### src/sv/dual_aes_sbox_composite_field_top_macros.svh
// ----------------------------------------------------------------------------
// dual aes s-box assertion macros
// shared concurrent assertion forms, clocked on clk
// ----------------------------------------------------------------------------
`ifndef DUAL_AES_SBOX_COMPOSITE_FIELD_TOP_MACROS_SVH
`define DUAL_AES_SBOX_COMPOSITE_FIELD_TOP_MACROS_SVH

// checked only while out of reset
`define DAS_ASSERT(label, prop, msg) \
  label: assert property (@(posedge clk) disable iff (!rst_n) (prop)) else $error(msg);

// checked on every edge, reset included
`define DAS_ASSERT_ALWAYS(label, prop, msg) \
  label: assert property (@(posedge clk) (prop)) else $error(msg);

`endif

### src/sv/dasbox_pkg.sv
// ----------------------------------------------------------------------------
// dasbox_pkg
// composite field arithmetic and basis matrices for the dual aes s-box
// ----------------------------------------------------------------------------
package dasbox_pkg;

  localparam int unsigned Lanes   = 2;
  localparam int unsigned Latency = 5;

  localparam logic [7:0] SBOX_AFFINE = 8'h63;

  // polynomial basis to normal basis
  localparam logic [7:0] TO_NORMAL [8] = '{
    8'h98, 8'hF3, 8'hF2, 8'h48, 8'h09, 8'h81, 8'hA9, 8'hFF
  };

  // normal basis to s-box output basis, affine matrix folded in
  localparam logic [7:0] TO_SBOX [8] = '{
    8'h58, 8'h2D, 8'h9E, 8'h0B, 8'hDC, 8'h04, 8'h03, 8'h24
  };

  typedef logic [7:0] byte_t;
  typedef logic [3:0] nib_t;

  // bit k of u selects row 7-k
  function automatic byte_t change_basis(input byte_t u, input logic [7:0] rows [8]);
    byte_t acc;
    acc = '0;
    for (int k = 0; k < 8; k++) begin
      if (u[k]) begin
        acc = acc ^ rows[7 - k];
      end
    end
    return acc;
  endfunction

  function automatic logic [1:0] f4_mul(input logic [1:0] u, input logic [1:0] v);
    logic s;
    s = (u[1] ^ u[0]) & (v[1] ^ v[0]);
    return {(u[1] & v[1]) ^ s, (u[0] & v[0]) ^ s};
  endfunction

  function automatic logic [1:0] f4_times_n(input logic [1:0] u);
    return {u[0], u[1] ^ u[0]};
  endfunction

  function automatic logic [1:0] f4_times_n2(input logic [1:0] u);
    return {u[1] ^ u[0], u[1]};
  endfunction

  function automatic logic [1:0] f4_square(input logic [1:0] u);
    return {u[0], u[1]};
  endfunction

  function automatic nib_t f16_mul(input nib_t u, input nib_t v);
    logic [1:0] s;
    s = f4_times_n(f4_mul(u[3:2] ^ u[1:0], v[3:2] ^ v[1:0]));
    return {f4_mul(u[3:2], v[3:2]) ^ s, f4_mul(u[1:0], v[1:0]) ^ s};
  endfunction

  function automatic nib_t f16_square_scale(input nib_t u);
    return {f4_square(u[3:2] ^ u[1:0]), f4_times_n2(f4_square(u[1:0]))};
  endfunction

  function automatic nib_t f16_inv(input nib_t u);
    logic [1:0] c;
    logic [1:0] d;
    logic [1:0] r;
    c = f4_times_n(f4_square(u[3:2] ^ u[1:0]));
    d = f4_mul(u[3:2], u[1:0]);
    r = f4_square(c ^ d);
    return {f4_mul(r, u[1:0]), f4_mul(r, u[3:2])};
  endfunction

endpackage

### src/sv/dual_aes_sbox_composite_field_top.sv
// ----------------------------------------------------------------------------
// dual aes s-box, composite field
// two independent copies of the forward s-box in a five stage pipeline
// ----------------------------------------------------------------------------
//  channel  ports                                        handshake
//  input    in_byte                                      start, busy
//  result   out_sbox_copy_two, out_sbox_copy_one         out_strobe
//
//  one byte per cycle; a result passes through the registered stages below and
//  is on the ports while the output map register holds it
//  stages: basis change, subfield split, gf(2^4) inverse, recombine, output map
//  the result strobe lasts one cycle and the receiver cannot stall it
//  synchronous reset clears all valid bits and holds busy high
//  busy drops on the edge that samples reset released and stays low; the pipeline never stalls
// ----------------------------------------------------------------------------
`include "dual_aes_sbox_composite_field_top_macros.svh"

module dual_aes_sbox_composite_field_top (
  input  logic       clk,
  input  logic       rst_n,
  input  logic       start,
  output logic       busy,
  input  logic [7:0] in_byte,
  output logic       out_strobe,
  output logic [7:0] out_sbox_copy_two,
  output logic [7:0] out_sbox_copy_one
);

  localparam int unsigned N = dasbox_pkg::Lanes;

  logic busy_r;
  logic [dasbox_pkg::Latency-1:0] vld_r;
  logic [dasbox_pkg::Latency-1:0] vld_nxt;

  dasbox_pkg::byte_t t1_r   [N];
  dasbox_pkg::byte_t t1_nxt [N];
  dasbox_pkg::nib_t  hi2_r  [N];
  dasbox_pkg::nib_t  lo2_r  [N];
  dasbox_pkg::nib_t  cd2_r  [N];
  dasbox_pkg::nib_t  cd2_nxt[N];
  dasbox_pkg::nib_t  hi3_r  [N];
  dasbox_pkg::nib_t  lo3_r  [N];
  dasbox_pkg::nib_t  r3_r   [N];
  dasbox_pkg::nib_t  r3_nxt [N];
  dasbox_pkg::byte_t inv4_r [N];
  dasbox_pkg::byte_t inv4_nxt[N];
  dasbox_pkg::byte_t sb5_r  [N];
  dasbox_pkg::byte_t sb5_nxt[N];

  assign vld_nxt = {vld_r[dasbox_pkg::Latency-2:0], start & ~busy_r};

  always_comb begin
    for (int i = 0; i < N; i++) begin
      t1_nxt[i]   = dasbox_pkg::change_basis(in_byte, dasbox_pkg::TO_NORMAL);
      cd2_nxt[i]  = dasbox_pkg::f16_square_scale(t1_r[i][7:4] ^ t1_r[i][3:0])
                    ^ dasbox_pkg::f16_mul(t1_r[i][7:4], t1_r[i][3:0]);
      r3_nxt[i]   = dasbox_pkg::f16_inv(cd2_r[i]);
      inv4_nxt[i] = {dasbox_pkg::f16_mul(r3_r[i], lo3_r[i]),
                     dasbox_pkg::f16_mul(r3_r[i], hi3_r[i])};
      sb5_nxt[i]  = dasbox_pkg::change_basis(inv4_r[i], dasbox_pkg::TO_SBOX)
                    ^ dasbox_pkg::SBOX_AFFINE;
    end
  end

  always_ff @(posedge clk) begin
    if (!rst_n) begin
      busy_r <= 1'b1;
      vld_r  <= '0;
    end else begin
      busy_r <= 1'b0;
      vld_r  <= vld_nxt;
    end
  end

  always_ff @(posedge clk) begin
    for (int i = 0; i < N; i++) begin
      t1_r[i]   <= t1_nxt[i];
      hi2_r[i]  <= t1_r[i][7:4];
      lo2_r[i]  <= t1_r[i][3:0];
      cd2_r[i]  <= cd2_nxt[i];
      hi3_r[i]  <= hi2_r[i];
      lo3_r[i]  <= lo2_r[i];
      r3_r[i]   <= r3_nxt[i];
      inv4_r[i] <= inv4_nxt[i];
      sb5_r[i]  <= sb5_nxt[i];
    end
  end

  assign busy              = busy_r;
  assign out_strobe        = vld_r[dasbox_pkg::Latency-1];
  assign out_sbox_copy_one = sb5_r[0];
  assign out_sbox_copy_two = sb5_r[1];

  `DAS_ASSERT(a_copies_agree, out_strobe |-> (out_sbox_copy_one == out_sbox_copy_two),
    "redundant s-box copies disagree")
  `DAS_ASSERT(a_beat_emerges, (start && !busy) |-> ##5 out_strobe,
    "accepted beat did not produce a result")
  `DAS_ASSERT(a_no_phantom, out_strobe |-> $past(start && !busy, 5),
    "result strobe without an accepted beat")
  `DAS_ASSERT_ALWAYS(a_busy_released, (rst_n && $past(rst_n)) |-> !busy,
    "busy high outside reset")

endmodule

### config.mk
export PLATFORM = sky130hd
export DESIGN_NAME = dual_aes_sbox_composite_field_top
export DESIGN_NICKNAME = d
export VERILOG_FILES = /design/src/sv/dasbox_pkg.sv /design/src/sv/dual_aes_sbox_composite_field_top.sv
export VERILOG_INCLUDE_DIRS = /design/src /design/src/sv
export SDC_FILE = /design/constraint.sdc
export NUM_CORES = 1
export LEC_CHECK = 0
export BUFFER_PORTS_ARGS = -buffer_cell sky130_fd_sc_hd__buf_4
export CORE_ASPECT_RATIO = 1.25
export CORE_MARGIN = 2
export CORE_UTILIZATION = 57
export CTS_CLUSTER_DIAMETER = 40
export CTS_CLUSTER_SIZE = 20
export DETAILED_ROUTE_END_ITERATION = 8
export GPL_TIMING_DRIVEN = 0
export PLACE_DENSITY = 0.75
export SETUP_SLACK_MARGIN = 0.1
export SYNTH_ARGS = -nofsm -noshare
export SYNTH_HDL_FRONTEND = slang
export SYNTH_SLANG_ARGS = --single-unit
### constraint.sdc
create_clock -name clk -period 2.4 [get_ports clk]
set_clock_uncertainty 0.15 [all_clocks]
set_input_delay 0.36 -clock clk [delete_from_list [all_inputs] [get_ports clk]]
set_output_delay 0.36 -clock clk [all_outputs]
set_load 0.05 [all_outputs]
Yosys cells after proc, flatten, opt, wreduce, memory -nomap -nowiden
Memory sizes are Yosys's and may differ from the RTL's. Index checks and enable logic that the tools add are counted. W data, S select, Z words.

Bitwise operators: 223. Muxes and demuxes: 25.

Operator list (number): $xor A1 B1 Y1 (94); $mux W8 (10); $and A1 B1 Y1 (73); $xor A2 B2 Y2 (28); $mux W6 (4); $mux W7 (3); $not A4 Y4 (5); $xor A4 B4 Y4 (4); $not A3 Y3 (5); $not A5 Y5 (3); $mux W4 (3); $not A2 Y2 (5); $not A3 Y5 (2); $mux W3 (2); $not A6 Y6 (1); $mux W2 (2); $not A1 Y1 (3); $mux W1 (1).

Bits of input ports: 11. Bits in registers: 6. Memory bits (writable): 96. Memories kept: 9. Word-level logic and storage cells: 259.

Memory list: inv4_r (words 2, width 8, rd ports 2, clocked after Yosys merged registers in 0, write ports 2, line dual_aes_sbox_composite_field_top.sv:45) `dasbox_pkg::byte_t inv4_r [N];`; sb5_r (words 2, width 8, rd ports 2, clocked after Yosys merged registers in 0, write ports 2, line dual_aes_sbox_composite_field_top.sv:47) `dasbox_pkg::byte_t sb5_r [N];`; t1_r (words 2, width 8, rd ports 2, clocked after Yosys merged registers in 0, write ports 2, line dual_aes_sbox_composite_field_top.sv:35) `dasbox_pkg::byte_t t1_r [N];`; cd2_r (words 2, width 4, rd ports 2, clocked after Yosys merged registers in 0, write ports 2, line dual_aes_sbox_composite_field_top.sv:39) `dasbox_pkg::nib_t cd2_r [N];`; hi2_r (words 2, width 4, rd ports 2, clocked after Yosys merged registers in 0, write ports 2, line dual_aes_sbox_composite_field_top.sv:37) `dasbox_pkg::nib_t hi2_r [N];`; hi3_r (words 2, width 4, rd ports 2, clocked after Yosys merged registers in 0, write ports 2, line dual_aes_sbox_composite_field_top.sv:41) `dasbox_pkg::nib_t hi3_r [N];`; +3 memories.

Logic depth before layout (Yosys ltp)
Gate-level depths: netlist (run 1).

Depth after elaboration: 15. Gate-level depth with buffers: 7. Depth with buffers taken out: 6.

Worst setup path after synthesis (run 1)
Ideal clock, no wire load.

Kind: reg-to-reg. Start point: memory cd2_r[0][2] (netlist name). End point: memory r3_r[0][4] (netlist name). Setup slack: 514 ps. Cell stages (with the launch flop): 7. Data required time: 2133 ps. Clock period less this slack: 1886 ps. Data arrival time: 1619 ps. Path through: dfxtp_1 -> ha_1 -> xor2_2 -> xnor2_4 -> nor3_2 -> a21o_1 -> a22o_1.

RTL lines: start: declaration (line dual_aes_sbox_composite_field_top.sv:39); end: declaration (line dual_aes_sbox_composite_field_top.sv:43) `dasbox_pkg::nib_t r3_r [N];`.

==> results of run 1 <==
[routing by layer]
layer	up-vias	track usage
met1	718	0.160
met2	35	0.291
met3	9	0.0444
met4	0	0.0913
met5	-	0
li1	813	-
[layout by cell type (no fill, tap or decap), types with 3 or more instances in the layout]
master and count:
and2_1 4, dfxtp_1 54, xnor2_4 3, mux2_2 6, inv_1 7, nor2_1 12
nand2_1 7, a22oi_1 6, nand2b_1 7, xor2_1 17, o21ai_0 10, xnor2_1 49
ha_1 6, nor2b_1 3, mux2i_1 3, clkbuf_8 5, buf_4 40
[worst paths after layout]
path | start | to
min reg2reg | lo2_r[0][5]$_DFF_P_ | lo3_r[0][5]$_DFF_P_
max | cd2_r[0][2]$_DFF_P_ | r3_r[0][4]$_DFF_P_
min | in_byte[0] | t1_r[0][10]$_DFF_P_
max reg2reg | cd2_r[0][2]$_DFF_P_ | r3_r[0][4]$_DFF_P_
[stage by stage]
step / instance area [um^2] / cells / hold WS [ns] / worst slack (ns) / utilization
after floorplan: 2520 / 232 / 0.160 / 0.514 / -
after global placement: 2800 / 318 / 0.160 / 0.377 / 0.648
after detailed placement: 2800 / 318 / 0.162 / 0.341 / 0.648
after CTS: 2900 / 326 / 0.0273 / 0.330 / 0.671
after global routing: 2900 / 326 / 0.0208 / 0.253 / 0.671
final: 2900 / 326 / 0.0359 / 0.350 / 0.671
[flip-flops by register name, summed over array words and instances (netlist names)]
register and count:
vld_r 5, t1_r 8, lo2_r 4, hi2_r 4, cd2_r 4, hi3_r 4, sb5_r 8, r3_r 4
inv4_r 8, lo3_r 4, busy 1
[cells in the mapped netlist (2+ instances only)]
cell	count	share of area
dfxtp_1	54	0.43
xnor2_1	49	0.17
xor2_1	17	0.059
buf_4	12	0.036
nor2_1	12	0.018
o21ai_0	10	0.020
inv_1	7	0.010
nand2_1	7	0.010
nand2b_1	7	0.017
a22oi_1	6	0.018
ha_1	6	0.030
mux2_2	6	0.027
and2_1	4	0.0099
mux2i_1	3	0.012
nor2b_1	3	0.0074
xnor2_4	3	0.033
a21oi_1	2	0.0040
a22o_1	2	0.0069
o211ai_1	2	0.0060
xnor2_2	2	0.013
xor2_2	2	0.013
[cell families (layout without fill, tap and decap cells)]
| logic type | count (synthesis) | after routing | synth area share |
|---|---|---|---|
| and+or+nand+nor | 40 | 40 | 0.0834 |
| adders and majority gates | 6 | 6 | 0.0298 |
| muxes | 10 | 10 | 0.0442 |
| DFF | 54 | 54 | 0.429 |
| xor gates and xnor gates | 73 | 73 | 0.288 |
| AOI/OAI and AO/OA | 29 | 29 | 0.0754 |
| buffers and inverters | 20 | 56 | 0.0506 |
[area by class of cell]
type | count | area [um^2]
Tap cell | 58 | 72.6
Multi-Input combinational cell | 158 | 1310
Inverter | 7 | 26.3
Timing Repair Buffer | 28 | 210
Sequential cell | 54 | 1080
Fill cell | 349 | 1420
Buffer | 13 | 101
Clock buffer | 5 | 68.8
Clock inverter | 3 | 28.8
==> summary.txt, run 1 <==
IO buf count = 28
Root Buffer = clkbuf_8
kind of critical path = register to register
max incr delay on CP = 0.48 ns
Clk Latency, worst-skew pair = 0.31 ns
Worst Setup End Kind = register
Yosys cell types = 37
Post-Synthesis Cells = 232
CP max-delay cell = dfxtp_1
CP required = 2.45 ns
initial antenna violation count = 0
DRT Pass-1 Iters = 4
Max clock buf depth = 2
Placeable Area = 0.00432 mm^2
Crit path buffers/inverters = 0
relative slew slack = 0.766
DR top layer = met4
Starting Density = 0.583
met1 wire length = 1370 um
met3 wire len = 139 um
hold depth = 1
nets@finish = 284
Placer Congestion = 0.798
post-synthesis sequential area ratio = 0.429
Crit path max-delay family = XOR/XNOR gates
num ports = 29
clock-pin slew on the worst setup and hold paths = 0.10 ns
Die Span X = 63.5 um
TritonCTS clock tree = yes
area growth from synthesis to layout = 15.1%
CTS Hold Bufs = 0
Std-Cell Rows = 27
vias = 1575
type of origin of the critical path = register
vias in the first global route = 1474
GRT Total Usage = 0.159
final WL = 3390 um
period utilization = 0.854
CTS resizes = 0
mapped cell area = 0.00252 mm^2
instance count on the critical path = 6
Initial DRC Count = 49
clock buffer count from CTS = 5
async set or reset register ratio after synthesis = 0
FMAX = 488 MHz
Max-Cap Viols = 0
DP Wirelength = 2670 um
Tightest Pin Transition = 0.348 ns
Sinks on Clock Net = 54
main flop type after synthesis = dfxtp_1
diode count = 0
Worst EP arrival = 2.10 ns
final setup violation count = 0
synthesized net count = 249
share of layout cells above drive strength 1 = 0.250
fin. max-slew vios = 0
H-tree levels = 2
die area = 0.00497 mm^2
die height = 78.4 um
ANT nets after route = 0
Synth Area per Inst = 10.9 um^2
postcts setup bufs = 0
DRC violations left = 0
first-pass GRT wire length = 6100 um
hold violation total from the final report = 0
met2 wire length = 1760 um
min Tclk post-route = 2.05 ns
Congestion Overflow GR = 0
register bit total from synthesis = 54
largest net degree at the start of global routing = 20
worst-path cell chain = ha_1, xor2_2, xnor2_4, nor3_2, a21o_1, a22o_1
reg2reg path depth = 6
R2R setup slack = 0.35 ns
Vias/cell = 4.83
crit path max fanout = 10
RSZ-0062 raised after global routing = no
wire length per cell = 10.4 um
number of synthesized flops with an enable pin = 0
Fin Setup TNS = 0 ns
outcome = completed
number of synthesis warnings = 0
HP Class = input port to register
Power of run 1 is not shown: default switching activity piles up to over one toggle a cycle in this logic, so the estimate is an artifact.
==> run 2, diff against run 1 <==
CELL_PAD_IN_SITES_DETAIL_PLACEMENT = 1   (was default)
CELL_PAD_IN_SITES_GLOBAL_PLACEMENT = 1   (was default)
CORE_UTILIZATION = 45   (was 57)
clock period = 2.2 ns   (was 2.4 ns; I/O delays follow)
==> run 2 against run 1 <==
Against the previous run: critical path depth did not move; count of clock-buffer cells in the layout unchanged; cell count up 2.8%; core utilization decreased by 13 points; global-route usage is 0.35 points lower; wire length increased by 33%; sequential cell count unchanged; critical endpoint unchanged.
==> summary.txt, run 2 (synthesis gave the netlist of run 1 again) <==
Sinks on Clock Net = 54 (unchanged)
Placeable Area = 0.00541 mm^2 (was 0.00432 mm^2)
share of layout cells above drive strength 1 = 0.258 (was 0.250)
RSZ-0062 raised after global routing = no (unchanged)
largest net degree at the start of global routing = 20 (unchanged)
TritonCTS clock tree = yes (unchanged)
Std-Cell Rows = 30 (was 27)
type of origin of the critical path = register (unchanged)
reg2reg path depth = 6 (unchanged)
fin. max-slew vios = 0 (unchanged)
most frequent cells in the layout = dfxtp_1, xnor2_1, buf_4 (unchanged)
GRT Total Usage = 0.156 (was 0.159)
Critical Path Start = cd2_r[0][0]$_DFF_P_ (was cd2_r[0][2]$_DFF_P_)
IO buf count = 28 (unchanged)
relative slew slack = 0.735 (was 0.766)
kind of critical path = register to register (unchanged)
Largest regs = inv4_r x8, sb5_r x8, t1_r x8 (unchanged)
fillers = 611 (was 349)
worst r2r src = cd2_r[0][0]$_DFF_P_ (was cd2_r[0][2]$_DFF_P_)
HP Class = input port to register (unchanged)
Placer Congestion = 0.764 (was 0.798)
DR top layer = met4 (unchanged)
vias = 1635 (was 1575)
Clk Latency, worst-skew pair = 0.31 ns (about the same)
Tightest Pin Transition = 0.394 ns (was 0.348 ns)
Multi-input gate area = 0.00131 mm^2 (unchanged)
DP Wirelength = 3580 um (was 2670 um)
die area = 0.00622 mm^2 (was 0.00497 mm^2)
hold violation total from the final report = 0 (unchanged)
met1 wire length = 1620 um (was 1370 um)
Reg-to-Reg End = r3_r[0][4]$_DFF_P_ (unchanged)
Starting Density = 0.466 (was 0.583)
Initial DRC Count = 101 (was 49)
Fin Setup TNS = 0 ns (unchanged)
ANT nets after route = 0 (unchanged)
final setup violation count = 0 (unchanged)
Worst EP arrival = 2.05 ns (was 2.10 ns)
met2 wire length = 2680 um (was 1760 um)
Congestion Overflow GR = 0 (unchanged)
FMAX = 501 MHz (was 488 MHz)
die height = 87.7 um (was 78.4 um)
diode count = 0 (unchanged)
Root Buffer = clkbuf_8 (unchanged)
Worst Setup End Kind = register (unchanged)
Register Area = 0.00108 mm^2 (about the same)
clock buffer count from CTS = 5 (unchanged)
most common cell after layout, fill and taps aside = dfxtp_1 (unchanged)
Max clock buf depth = 2 (unchanged)
crit path max fanout = 10 (unchanged)
crit path capture = r3_r[0][4]$_DFF_P_ (unchanged)
DRC violations left = 0 (unchanged)
clock-pin slew on the worst setup and hold paths = 0.10 ns (about the same)
period utilization = 0.907 (was 0.854)
H-tree levels = 2 (unchanged)
first-pass GRT wire length = 7370 um (was 6100 um)
initial antenna violation count = 0 (unchanged)
CP required = 2.26 ns (was 2.45 ns)
R2R setup slack = 0.20 ns (was 0.35 ns)
area growth from synthesis to layout = 16.4% (was 15.1%)
outcome = completed (unchanged)
min Tclk post-route = 2.00 ns (was 2.05 ns)
vias in the first global route = 1677 (was 1474)
met3 wire len = 153 um (was 139 um)
Die Span X = 71.0 um (was 63.5 um)
Max-Cap Viols = 0 (unchanged)
nets@finish = 287 (was 284)
final WL = 4510 um (was 3390 um)
wire length per cell = 13.5 um (was 10.4 um)
Vias/cell = 4.88 (was 4.83)
num ports = 29 (unchanged)
DRT Pass-1 Iters = 2 (was 4)
-- run 2: worst min-delay path by stage --
stage	startpoint	to	slack, ns	cells past startpoint
finish	rst_n	busy$_DFF_P_	0.04	2
CTS	rst_n	busy$_DFF_P_	0.03	2
global placement	hi2_r[0][5]$_DFF_P_	hi3_r[0][5]$_DFF_P_	0.16	0
floorplan	hi2_r[0][3]$_DFF_P_	hi3_r[0][3]$_DFF_P_	0.16	0
detailed placement	hi2_r[0][5]$_DFF_P_	hi3_r[0][5]$_DFF_P_	0.16	0
global route	rst_n	busy$_DFF_P_	0.03	2
-- run 2: what timing repair did --
| item | 4_1_cts | 5_1_grt |
|---|---|---|
| gates resized for setup | 0 | 1 |
| buffers inserted | 0 | 2 |
| hold buffers | 1 | 0 |
| setup endpoints to repair | 0 | 1 |
| hold endpoints to repair | 1 | 0 |
-- run 2: final cells by class --
cell class              count  share of cell area
plain buffers              13              0.0345
clock buffers               5              0.0234
clock inverters             3             0.00980
inverters                   7             0.00895
multi-input cells         158               0.447
flip-flops and latches     54               0.369
well taps                  64              0.0273
repair buffers             31              0.0801
-- run 2: metrics by stage --
stage / hold WS [ns] / cell area, um^2 / setup WS, ns / util / cells
2_1_floorplan: 0.160 / 2520 / 0.314 / - / 232
3_3_place_gp: 0.160 / 2810 / 0.165 / 0.520 / 324
3_5_place_dp: 0.165 / 2810 / 0.114 / 0.520 / 324
4_1_cts: 0.0274 / 2920 / 0.101 / 0.540 / 333
5_1_grt: 0.0254 / 2940 / 0.124 / 0.543 / 335
6_report: 0.0377 / 2940 / 0.205 / 0.543 / 335
-- run 2: per-layer routing --
metal,vias up,global-route usage
li1,820,-
met1,785,0.143
met2,26,0.315
met3,4,0.0391
met4,0,0.0703
met5,-,0
-- run 2: worst max-delay path, cell delays in order, from the launching register on --
cell	delay [ns]
dfxtp_1	0.45
ha_1	0.30
xor2_2	0.22
xnor2_4	0.33
nor3_2	0.08
a21o_1	0.15
a22o_1	0.23
Power of run 2 is left out for the same reason.
==> run 3, diff against run 2 <==
CORE_UTILIZATION = 38   (was 45)
PLACE_DENSITY = 0.64   (was 0.75)
TNS_END_PERCENT = 100   (was default)
==> run 3 against run 2 <==
Against the previous run: die area grew 17%; core utilization fell by 8.6 points; cell count rose by 6.9%; critical path depth rose by 1; highest routed layer unchanged; critical path type unchanged; sequential share of layout area is 0.33 points lower; fmax increased by 1.9%.
==> summary.txt, run 3 (synthesis gave the netlist of run 1 again) <==
Congestion Overflow GR = 0 (unchanged)
ANT nets after route = 0 (unchanged)
Placer Congestion = 0.740 (was 0.764)
vias in the first global route = 1585 (was 1677)
most frequent cells in the layout = dfxtp_1, xnor2_1, buf_4 (unchanged)
wire length per cell = 11.2 um (was 13.5 um)
Worst EP arrival = 2.04 ns (was 2.05 ns)
final setup violation count = 0 (unchanged)
Tightest Pin Transition = 0.354 ns (was 0.394 ns)
Starting Density = 0.389 (was 0.466)
period utilization = 0.890 (was 0.907)
clock buffer count from CTS = 5 (unchanged)
DP Wirelength = 3270 um (was 3580 um)
DRT Pass-1 Iters = 3 (was 2)
largest net degree at the start of global routing = 20 (unchanged)
Std-Cell Rows = 33 (was 30)
GRT Total Usage = 0.119 (was 0.156)
Largest regs = inv4_r x8, sb5_r x8, t1_r x8 (unchanged)
initial antenna violation count = 0 (unchanged)
die height = 95.1 um (was 87.7 um)
Root Buffer = clkbuf_8 (unchanged)
Placeable Area = 0.00648 mm^2 (was 0.00541 mm^2)
Vias/cell = 4.58 (was 4.88)
FMAX = 511 MHz (was 501 MHz)
die area = 0.00731 mm^2 (was 0.00622 mm^2)
outcome = completed (unchanged)
min Tclk post-route = 1.96 ns (was 2.00 ns)
most common cell after layout, fill and taps aside = dfxtp_1 (unchanged)
fillers = 728 (was 611)
Max-Cap Viols = 0 (unchanged)
H-tree levels = 2 (unchanged)
hold violation total from the final report = 0 (unchanged)
Sinks on Clock Net = 54 (unchanged)
Clk Latency, worst-skew pair = 0.31 ns (about the same)
kind of critical path = register to register (unchanged)
area growth from synthesis to layout = 17.6% (was 16.4%)
fin. max-slew vios = 0 (unchanged)
DRC violations left = 0 (unchanged)
nets@finish = 287 (unchanged)
Worst Setup End Kind = register (unchanged)
Fin Setup TNS = 0 ns (unchanged)
HP Class = input port to register (unchanged)
Die Span X = 76.9 um (was 71.0 um)
Initial DRC Count = 30 (was 101)
clock-pin slew on the worst setup and hold paths = 0.10 ns (about the same)
first-pass GRT wire length = 6850 um (was 7370 um)
TritonCTS clock tree = yes (unchanged)
relative slew slack = 0.762 (was 0.735)
CP required = 2.28 ns (was 2.26 ns)
diode count = 0 (unchanged)
RSZ-0062 raised after global routing = no (unchanged)
Max clock buf depth = 2 (unchanged)
final WL = 4030 um (was 4510 um)
IO buf count = 28 (unchanged)
type of origin of the critical path = register (unchanged)
vias = 1638 (was 1635)
share of layout cells above drive strength 1 = 0.262 (was 0.258)
num ports = 29 (unchanged)
crit path max fanout = 8 (was 10)
run 3: cell count changes in the layout (fill, tap and decap cells not counted):
| cell | change |
|---|---|
| dfxtp_1 | -1 |
| dfxtp_2 | +1 |
run 3: stage by stage:
step            util  cell area, um^2  std cells  hold WS (ns)  setup slack (ns)
5_1_grt        0.457             2970        358        0.0321             0.112
3_5_place_dp   0.438             2840        347         0.163             0.142
3_3_place_gp   0.438             2840        347         0.161             0.181
2_1_floorplan      -             2520        232         0.160             0.314
4_1_cts        0.453             2940        355       0.00321             0.130
6_report       0.457             2970        358        0.0391             0.242
run 3: worst max-delay path, stage by stage, from the launching register on:
cell	delay [ns]
dfxtp_1	0.44
ha_1	0.29
xor2_2	0.21
xnor2_4	0.30
buf_4	0.19
nor2_2	0.04
xnor2_1	0.12
o22ai_1	0.15
run 3: final cells by class:
type | instances | area [um^2] | share of cell area
plain buffers | 13 | 101 | 0.0342
inverters | 7 | 26.3 | 0.00886
clock buffers | 5 | 68.8 | 0.0232
well taps | 87 | 109 | 0.0367
multi-input cells | 158 | 1310 | 0.443
flip-flops and latches | 54 | 1080 | 0.365
repair buffers | 31 | 235 | 0.0793
clock inverters | 3 | 28.8 | 0.00970
run 3: path summary, 6_finish.rpt:
kind / start / to / slack, ns / depth (start not counted)
max reg2reg: cd2_r[0][0]$_DFF_P_ / r3_r[0][6]$_DFF_P_ / 0.24 / 7
max: cd2_r[0][0]$_DFF_P_ / r3_r[0][6]$_DFF_P_ / 0.24 / 7
min: rst_n / busy$_DFF_P_ / 0.04 / 2
min reg2reg: hi2_r[0][6]$_DFF_P_ / hi3_r[0][6]$_DFF_P_ / 0.19 / 0
run 3: per-layer routing:
layer | share of wire | track usage | wire length [um] | up-vias
li1 | - | - | - | 823
met1 | 0.38 | 0.117 | 1510 | 781
met2 | 0.57 | 0.239 | 2290 | 30
met3 | 0.041 | 0.0256 | 165 | 4
met4 | 0.015 | 0.0500 | 59 | 0
met5 | 0 | 0 | 0 | -
run 3: repair_timing:
| item | 4_1_cts | 5_1_grt |
|---|---|---|
| hold buffers | 0 | 1 |
| hold endpoints to repair | 0 | 1 |
| gates resized for setup | 0 | 2 |
| endpoints found under the setup margin | 0 | 2 |
| buffers inserted | 0 | 2 |
Power of run 3 is left out for the same reason.
